==> src/hsm_ram.sv <==
module hsm_ram #(
    parameter int WIDTH = 16,
    parameter int DEPTH = 256
) (
    input  logic                     clk,
    input  logic                     we,
    input  logic [$clog2(DEPTH)-1:0] waddr,
    input  logic [WIDTH-1:0]         wdata,
    input  logic [$clog2(DEPTH)-1:0] raddr,
    output logic [WIDTH-1:0]         rdata
);

    logic [WIDTH-1:0] mem [DEPTH];

    always_ff @(posedge clk)
    begin
        if (we)
        begin
            mem[waddr] <= wdata;
        end
        rdata <= mem[raddr];
    end

endmodule

==> config.mk <==
export PLATFORM = sky130hd
export DESIGN_NAME = hsm_ram
export DESIGN_NICKNAME = d
export VERILOG_FILES = /design/src/hsm_ram.sv
export SDC_FILE = /design/constraint.sdc
export NUM_CORES = 2
export LEC_CHECK = 0
export BUFFER_PORTS_ARGS = -buffer_cell sky130_fd_sc_hd__buf_2
export CAP_MARGIN = 20
export CORE_ASPECT_RATIO = 0.75
export CORE_UTILIZATION = 45
export DETAILED_ROUTE_END_ITERATION = 6
export GPL_TIMING_DRIVEN = 0
export PLACE_DENSITY_LB_ADDON = 0.2
export SETUP_SLACK_MARGIN = 0.1
export SLEW_MARGIN = 0
export SYNTH_ARGS = -nofsm -noshare
export SYNTH_HDL_FRONTEND = slang
export SYNTH_SLANG_ARGS = --single-unit
export TNS_END_PERCENT = 30
==> constraint.sdc <==
create_clock -name clk -period 7.9 [get_ports clk]
set_input_delay 1.58 -clock clk [delete_from_list [all_inputs] [get_ports clk]]
set_output_delay 1.58 -clock clk [all_outputs]
set_load 0.05 [all_outputs]
# Yosys cells after proc, flatten, opt, wreduce, memory -nomap -nowiden
# Memories as Yosys holds them, arrays and structs flattened. A register that Yosys moved wholly into a read port is not among the register bits.
# Index checks and enable logic that the tools add are counted.
classes:
  muxes: 2
ops:
  columns: ["operator", "count"]
  rows:
  - ["$mux W1", 2]
totals:
  memories: 1
  elab_cells: 3
  mem_bits_rw: 4096
  input_bits: 34
  output_inout_bits: 16
  reg_bits: 0
mem_list:
  columns: ["memory", "depth", "word_bits", "read_ports", "rd_clocked_by_memory_dff", "write_ports", "line", "text"]
  rows:
  - ["mem", 256, 16, 1, 1, 1, "13", "logic [WIDTH-1:0] mem [DEPTH];"]

# Depth between registers and ports, before layout
logic_depth:
  depth_word: 2
  mapped_depth: 12

# Worst setup path after synthesis
# No wires, ideal clock.
synth_path:
  path_kind: "input port to flip-flop"
  start: "input waddr[3]"
  end: "memory mem[235][0], enable pin"
  path_buffers: 3
  path_slack_ns: 4.155
  t_arrival_ns: 3.357
  cell_stages: 6
  path_cell_list: "clkbuf_1 > nor2b_1 > clkbuf_1 > nand4_1 > clkbuf_1 > nor2_1"
synth_lines:
  columns: ["item", "line", "text"]
  rows:
  - ["start: declaration", "7", "input logic [$clog2(DEPTH)-1:0] waddr,"]
  - ["end: declaration", "13", null]
# Straight into the memory's write port.

==> flow_summary_export.csv <==
group,metric,value,unit
timing,setup_violations,0,
logic_synthesis,netlist_instances,7360,
drt,ant_nets,0,
floorplanning,die_w,687.8,microns
placement,gp_congestion,0.9663,
drt,routed_wl,519800,microns
logic_synthesis,synthTopCellsByArea,"edfxtp_1 77%, mux4_2 11%, mux2i_1 3.6%",
critical_path,cp.required,8680,ps
logic_synthesis,ys_types,52,
drt,via_per_inst,6.448,
timing,setup-tns-final,0,ps
timing,final_hold_viol_count,0,
timing,hold_ws,867.8,ps
logic_synthesis,synth_edf_count,4096,
timing,finalCriticalPeriod,6292,ps
grt,overflow,0,
timing,rsz0062_at_grt,"no",
clocking,cts_htree_levels,5,
drt,wl_per_cell,39.58,microns
placement,dp_hpwl,365500,microns
critical_path,worst_setup_path_end_kind,"flop",
timing,slew_headroom,2.801,%
timing,final.setup.worst_slack,1608,ps
floorplanning,dieArea,355100,sq um
logic_synthesis,yosysTopAreaCell,"edfxtp_1",
logic_synthesis,syn-cell-area,158700,sq um
critical_path,cp-start-kind,"input pin",
floorplanning,die_height,516.3,microns
grt,antenna_found_initial,52,
cells_and_area,final_nets,8167,
floorplanning,floorplan.initialDensity,45.31,%
cells_and_area,utilization,52.65,%
clocking,clk_path_buf_depth,4,
logic_synthesis,ys_seq_elements,4112,
floorplanning,ios,50,
grt,grt.total_usage,29.03,%
power,power-per-cell-area,250.9,nW/um^2
drt,dr.pass1.iters,6,
critical_path,critPathKind,"input pin to flop",
clocking,post_cts_buffers,0,
timing,drv_slew,0,
clocking,root_buffer,"clkbuf_16",
worst_hold_path,worstHoldPathType,"input pin to flop",
grt,grt_pass1_wl,694000,microns
clocking,cts_hold_buf,0,
logic_synthesis,synth_top_area_share,77.50,%
cells_and_area,area_growth,16.19,%
drt,drt_iter0_markers,13920,
placement,place_inst,12380,
clocking,cts.sinks,4112,
clocking,cts.clk_slew.worst_paths,60,ps
floorplanning,rows,188,
outcome,status,"finished, final reports clean",
placement,place_ws,825.9,ps
clocking,numCtsBuffers,403,
cells_and_area,stdcell_count,13140,
cells_and_area,drive_gt1_share,27.48,%
flow_run,drv_cap,0,
timing,finalCritPeriodShare,79.65,%
logic_synthesis,ys_warn_count,0,
timing,worst_pin_slew,1458,ps
logic_synthesis,ys.flop_type,"edfxtp_1",
clocking,cts_tree,"built",
grt,grt_max_degree,149,
clocking,clk_latency,1000,ps
logic_synthesis,synth_async_sr_flop_share,0,%
timing,finalClockSkew,36.04,ps
grt,grt_pass1_vias,79820,
critical_path,critical_path_peak_fanout,10,
drt,vias,84690,
placement,portBuffers,39,
logic_synthesis,syn-num-nets,7394,
power,ir_drop,0.2250,mV
clocking,cts_resized,0,
critical_path,arrival,7070,ps
cells_and_area,n_fill_cell,26750,
power,p_leak,0.05820,uW
logic_synthesis,syn-mean-instance-area,21.56,sq um
logic_synthesis,seq_area_frac_synth,77.70,%
floorplanning,core_area,350300,sq um
timing,clock.fmax,0.1589,GHz
drt,drc_errors,0,
-- cells by family after synthesis --
logic type,share of synthesized area [%]
compound gates,3.537
flops,77.70
simple gates,1.574
mux,15.50
buf+inv,1.693
-- report_power, final --
part           total (uW)  internal (uW)  switching (uW)  leakage, uW
logic                2850            852            2000       0.0149
clock network       19300          10900            8420      0.00637
registers           24100          24000            14.3       0.0369
-- sequential cells by signal, summed over array words and instances, names as in the netlist --
name   count
mem     4096
rdata     16
-- synthesized netlist by cell type (17+ instances only) --
cell type / n
nand3_1: 35
a211oi_1: 18
mux2i_1: 565
a221oi_1: 28
o221ai_1: 252
a21oi_1: 175
buf_4: 26
clkbuf_1: 230
mux4_2: 797
nand2_1: 38
o32ai_1: 20
nor3_1: 92
o22ai_1: 148
a22oi_1: 43
nor2_1: 304
buf_2: 76
nor4_1: 17
a22o_1: 32
mux2_2: 88
buf_1: 27
buf_6: 77
o21ai_0: 37
edfxtp_1: 4096
nand4_1: 26
-- layout by cell type (no fill, tap or decap), types with 101 or more instances in the layout --
cell and instances:
clkbuf_16 407, edfxtp_1 4096, clkbuf_1 278, mux2i_1 565, mux4_2 797, o22ai_1 147, a21oi_1 175, o221ai_1 252
buf_8 224, buf_6 101, nor2_2 246, buf_2 112
-- per-layer routing --
metal / wire, microns / vias to the layer above / GRT usage (%) / share of wire, %
met1: 219500 / 45440 / 44.65 / 42
met4: 18700 / 8 / 9.041 / 3.6
li1: - / 32910 / - / -
met3: 71580 / 785 / 9.675 / 14
met5: 50 / - / 0 / 0.0096
met2: 210000 / 5553 / 38.89 / 40
-- final timing paths --
| check | from | endpoint | slack (ps) | cells past startpoint |
|---|---|---|---|---|
| worst max-delay path | raddr[4] | rdata[1]$_DFF_P_ | 1610 | 9 |
| worst max register to register | mem[3][14]$_DFFE_PP_ | rdata[14]$_DFF_P_ | 4330 | 6 |
| worst min-delay path | wdata[2] | mem[70][2]$_DFFE_PP_ | 870 | 1 |
| worst min register to register | mem[232][1]$_DFFE_PP_ | rdata[1]$_DFF_P_ | 1080 | 6 |
-- stage by stage --
| step | total power [uW] | instance area [sq um] |
|---|---|---|
| floorplan | 25770 | 158700 |
| global placement | 27230 | 164700 |
| detailed placement | 27310 | 171100 |
| CTS | 46350 | 184300 |
| global route | 47230 | 184400 |
| finish | 46260 | 184400 |
-- layout make-up --
class | instances | area (sq um) | share of cell area [%]
Clock buffer | 489 | 10520 | 5.706
Clock inverter | 247 | 2619 | 1.420
Timing Repair Buffer | 368 | 5903 | 3.201
Buffer | 452 | 2716 | 1.473
Antenna cell | 16 | 40.04 | 0.02171
Multi-Input combinational cell | 2792 | 33450 | 18.14
Tap cell | 4655 | 5824 | 3.158
Sequential cell | 4112 | 123300 | 66.87
Inverter | 4 | 15.01 | 0.008142
-- worst max-delay path, cell delays in order --
cell      delay (ps)
clkbuf_1         370
buf_8            250
clkbuf_1         890
clkbuf_1         990
clkbuf_1         930
o21ai_0          210
a22oi_1          720
nand4_1          240
nor4_2           820
Power figures use the tool's default switching activity.
