### config.mk
export PLATFORM = sky130hd
export DESIGN_NAME = hsm_mul
export DESIGN_NICKNAME = d
export VERILOG_FILES = /design/src/hsm_mul.sv
export SDC_FILE = /design/constraint.sdc
export NUM_CORES = 2
export LEC_CHECK = 0
export BUFFER_PORTS_ARGS = -buffer_cell sky130_fd_sc_hd__buf_2
export CORE_MARGIN = 5
export CORE_UTILIZATION = 60
export DETAILED_ROUTE_END_ITERATION = 12
export PLACE_DENSITY = 0.79
export SYNTH_ARGS = -nofsm -noshare
export SYNTH_HDL_FRONTEND = slang
export SYNTH_SLANG_ARGS = --single-unit
### constraint.sdc
create_clock -name clk -period 7.2 [get_ports clk]
set_input_delay 0.72 -clock clk [delete_from_list [all_inputs] [get_ports clk]]
set_output_delay 0.72 -clock clk [all_outputs]
set_load 0.01 [all_outputs]
### src/hsm_mul.sv
module hsm_mul #(
    parameter int AW = 80,
    parameter int BW = 40
) (
    input  logic             clk,
    input  logic             rst_n,
    input  logic             start,
    input  logic [AW-1:0]    a,
    input  logic [BW-1:0]    b,
    output logic             done,
    output logic [AW+BW-1:0] p
);

    localparam int PW  = AW + BW;
    localparam int ND  = (BW + 7) / 8;
    localparam int BWP = ND * 8;
    localparam int CW  = $clog2(ND + 1);

    logic [PW-1:0]  m_reg;
    logic [BWP-1:0] b_reg;
    logic [PW-1:0]  acc_reg;
    logic [CW-1:0]  cnt_reg;
    logic           done_reg;

    always_ff @(posedge clk or negedge rst_n)
    begin
        if (!rst_n)
        begin
            cnt_reg  <= '0;
            done_reg <= 1'b0;
        end
        else
        begin
            done_reg <= !start && (cnt_reg == CW'(1));
            if (start)
            begin
                cnt_reg <= CW'(ND);
            end
            else if (cnt_reg != '0)
            begin
                cnt_reg <= cnt_reg - 1'b1;
            end
        end
    end

    // one 8-bit digit of b per cycle
    always_ff @(posedge clk)
    begin
        if (start)
        begin
            m_reg   <= PW'(a);
            b_reg   <= BWP'(b);
            acc_reg <= '0;
        end
        else if (cnt_reg != '0)
        begin
            acc_reg <= acc_reg + m_reg * PW'(b_reg[7:0]);
            m_reg   <= m_reg << 8;
            b_reg   <= b_reg >> 8;
        end
    end

    assign done = done_reg;
    assign p    = acc_reg;

endmodule

# After elaboration in Yosys (flattened, before gate mapping)
# Cells that the tools add are included.
# W data, S select, Z words.
# word_totals
regBits	284
out_inout_bits	121
elab_cells	20
# op_classes
n_addsub	2
n_mul	1
n_eq_ne	1
muxes	6
reduce_logical	4
# ops
operator	n
$mux W80	2
$add A120 B120 Y120	1
$mul A120 B8 Y120	1
$mux W40	2
$mux W3	2
$eq A3 B1 Y1 const B	1
$reduce_bool A3 Y1	1
$sub A3 B1 Y3 const B	1
$reduce_bool A2 Y1	1
$logic_and A1 B1 Y1	1
$logic_not A1 Y1	1

# Longest topological paths before layout
# logic_depth
depth_word	3
mapped_depth	24
ltp_nobuf	22

# Worst setup path after synthesis
# No wires, ideal clock.
# synth_timing
path_type	register -> register
start	register b_reg[1]
end	register acc_reg[114], in the netlist p[114]
setup_ps	309
t_arrival_ps	5737
required_ps	6891
setup_slack_ps	1154
stages_incl_launch_ff	25
cell_sequence	edfxtp_1 > clkbuf_1 > clkbuf_1 > buf_1 > nand2_1 > fa_1 > inv_1 > fa_1 > fa_1 > inv_1 > fa_1 > inv_1 > ha_1 > clkbuf_1 > a21oi_1 > o211ai_1 > a221o_1 > a21o_1 > a211oi_1 > o21bai_1 > a21oi_1 > o21ai_0 > o21ai_1 > xor2_1 > o22ai_1
# synth_via
elab_chain_len	2
# synth_lines
element	line	source
start: declaration	20	logic [BWP-1:0] b_reg;
start signal: assignment	52	b_reg <= BWP'(b);
start signal: assignment	59	b_reg <= b_reg >> 8;
$mul A120 B8 Y120	57	acc_reg <= acc_reg + m_reg * PW'(b_reg[7:0]);
$add A120 B120 Y120	57	
end signal: assignment	57	
end: declaration	21	logic [PW-1:0] acc_reg;
# Every way passes these cells.
# A chain may end at the register's enable or synchronous reset.

# Worst setup path after layout
# layout_timing
start	register b_reg[0]
end	register acc_reg[66], in the netlist p[66]
# Same word-level chain as after synthesis.

==> flow_summary.yaml <==
status:
  run_status: "finished, final reports clean"
drt:
  avgViaCountPerCell: 5.83
  vias: 34500
  post_drt_wl_per_cell_um: 20.6
  antenna_left: 0
  first_pass_iters: 8
  finalWirelength_um: 122000
  drcViolationCount: 0
  drt_iter0_drc: 2867
clock_network:
  clkLatencyLatePin_ns: 0.59
  worst_setup_hold_path_clk_slew_ns: 0.06
  clockBufferDepth: 3
  ctsRootBufferMaster: "sky130_fd_sc_hd__clkbuf_16"
  cts_htree_levels: 2
  numCtsBuffers: 39
  cts_resized: 0
  clock_sink_count: 284
  clock_tree_from_tritoncts: "yes"
setup_path:
  cp-start-kind: "register"
  cp_slowest_stage_delay_ns: 0.55
  timing.critical_path.cells: "buf_12, nand2_1, fa_1, inv_1, fa_1, fa_1, inv_1, fa_1, inv_1, ha_1, nand2_1, o21ai_0, a21oi_1, nor3_1, nor3_1, or2_2, o21a_1, o21ai_0, a221oi_1, xor2_1, a211oi_1"
  crit_path_max_fanout: 46
  path_buf_inv: 4
  cp_data_arrival_time_ns: 7.17
  timing.critical_path.required_ns: 7.68
  worstSetupPathType: "reg -> reg"
  slowest_stage: "sky130_fd_sc_hd__fa_1"
  path_common_cell: "sky130_fd_sc_hd__fa_1"
  worstSetupEndpointType: "register"
  timing.critical_path.max_delay_family: "adder cells"
sta:
  setup_ws_ns: 0.516
  max_clock_freq_mhz: 150
  setup_viol: 0
  tns_ns: 0
  finalHoldWorstSlack_ns: 0.431
  worst_slew_margin_rel: 0.215
  timing.clock.skew_ns: 0.0270
  unrepaired_setup_endpoints_after_global_routing: "no"
  worst_pin_slew_ns: 1.17
  period_share: 0.928
  final_period_minus_worst_setup_slack_ns: 6.68
  hold_viol_final: 0
  slew_viols_final: 0
floorplanning:
  die_height_um: 279
  initial_core_util: 0.605
  boundaryPins: 244
  fp.dieArea_mm2: 0.0776
  core_mm2: 0.0715
  die_x_um: 279
  row_count: 98
synth:
  synth_seq_cells: 284
  postSynthAreaPerCell_um2: 8.91
  synthesis.area_mm2: 0.0433
  asyncSetResetFlopFracSynth: 0.0141
  yosys_warnings: 0
  syn-num-nets: 5914
  synth-edff-count: 120
  synth.yosys.seq_area_share: 0.160
  synth.distinct_cells: 75
  dominantRegCellSynth: "sky130_fd_sc_hd__dfxtp_1"
  synthCells: 4857
worst_hold_path:
  worstHoldPathType: "in -> reg"
run:
  maxCapViolations: 0
place:
  detailedPlace.worstSlack_ns: 0.725
  post_dp_area_mm2: 0.0452
  gp_congestion: 0.986
  buffer_ports.inserted: 243
  dpl.hpwl_um: 92500
finish:
  final_layout_size_suffix_gt1_frac: 0.0961
  stdcell_area_mm2: 0.0466
  final_common_cell: "sky130_fd_sc_hd__inv_1"
  num-nets-final: 5992
  fillerInstances: 5778
  syn2layout_area_growth_pct: 7.58
  layout.cells.most_common_list: "sky130_fd_sc_hd__inv_1, sky130_fd_sc_hd__fa_1, sky130_fd_sc_hd__and2_1"
global_route:
  grt_first_pass_wirelength_um: 200000
  gr_busiest_metal: "met2"
  use_met3: 0.0596
  grtUsageTotal: 0.320
  grt_max_degree: 115
  grt_pass1_vias: 36700
  total_gr_overflow: 0
  grt_util_met1: 0.424
  antenna_violations_before_repair: 0
  met2_use_gr: 0.524
==> cells by family (layout without fill, tap and decap cells) <==
group | after synthesis | in the layout | share of synthesized area
simple gates | 1601 | 1601 | 0.189
buf+inv | 1179 | 1287 | 0.103
fa+ha+maj | 934 | 934 | 0.409
compound gates | 629 | 629 | 0.0872
flops | 284 | 284 | 0.160
xor+xnor | 124 | 124 | 0.0251
mux | 106 | 106 | 0.0275
other cells | 0 | 2 | 0
==> through the flow <==
stage | std cells | util
after CTS | 5915 | 0.651
after global placement | 5843 | 0.632
after detailed placement | 5843 | 0.632
final | 5917 | 0.651
after global routing | 5915 | 0.651
after floorplan | 4857 | -
==> Yosys cell counts (20+ instances only) <==
| master | count | share of area |
|---|---|---|
| sky130_fd_sc_hd__xor2_1 | 52 | 0.011 |
| sky130_fd_sc_hd__nand3_1 | 24 | 0.0028 |
| sky130_fd_sc_hd__o22ai_1 | 40 | 0.0058 |
| sky130_fd_sc_hd__nor3_1 | 42 | 0.0049 |
| sky130_fd_sc_hd__o21bai_1 | 22 | 0.0038 |
| sky130_fd_sc_hd__inv_1 | 934 | 0.081 |
| sky130_fd_sc_hd__clkbuf_1 | 213 | 0.018 |
| sky130_fd_sc_hd__nand2_1 | 609 | 0.053 |
| sky130_fd_sc_hd__a21oi_1 | 276 | 0.032 |
| sky130_fd_sc_hd__mux2_2 | 104 | 0.027 |
| sky130_fd_sc_hd__ha_1 | 132 | 0.038 |
| sky130_fd_sc_hd__dfxtp_1 | 160 | 0.074 |
| sky130_fd_sc_hd__xnor2_1 | 72 | 0.015 |
| sky130_fd_sc_hd__edfxtp_1 | 120 | 0.083 |
| sky130_fd_sc_hd__nand4_1 | 53 | 0.0077 |
| sky130_fd_sc_hd__a211oi_1 | 20 | 0.0035 |
| sky130_fd_sc_hd__o21ai_0 | 117 | 0.014 |
| sky130_fd_sc_hd__a21o_1 | 37 | 0.0064 |
| sky130_fd_sc_hd__and2_1 | 681 | 0.098 |
| sky130_fd_sc_hd__nor2_1 | 115 | 0.010 |
| sky130_fd_sc_hd__fa_1 | 802 | 0.37 |
==> layout make-up <==
cell class	count	area [µm²]	area share
multi-input combinational	3394	31900	0.686
sequential	284	6910	0.148
inverter	935	3510	0.0755
timing repair buffer	281	1630	0.0349
tap	950	1190	0.0255
clock buffer	47	1060	0.0227
clock inverter	24	320	0.00688
antenna	2	5.00	0.000107
==> metal layers <==
metal	vias to the layer above	share of wire
li1	15100	-
met1	17300	0.39
met2	1695	0.47
met3	389	0.088
met4	0	0.050
met5	-	0
==> timing repair <==
item	in CTS	in global routing
hold buffers	1	0
hold endpoints to repair	4	0
buffers inserted	0	0
endpoints found under the setup margin	0	0
==> path summary, 6_finish.rpt <==
check / start / endpoint / slack, ns / cells after the start
max reg2reg: b_reg[0]$_DFFE_PP_ / p[66]$_SDFFE_PP0P_ / 0.52 / 21
min: b[32] / b_reg[32]$_SDFFCE_PN0P_ / 0.43 / 2
min in group asynchronous: rst_n / cnt_reg[0]$_DFFE_PN0P_ / 0.58 / 2
max: b_reg[0]$_DFFE_PP_ / p[66]$_SDFFE_PP0P_ / 0.52 / 21
min reg2reg: m_reg[119]$_SDFFE_PP0P_ / m_reg[119]$_SDFFE_PP0P_ / 0.46 / 2
max in group asynchronous: rst_n / done$_DFF_PN0_ / 6.48 / 2
Power is left out: the tool's default activity adds up to more than one toggle a clock period on the data nets, which glitch-free logic cannot reach.
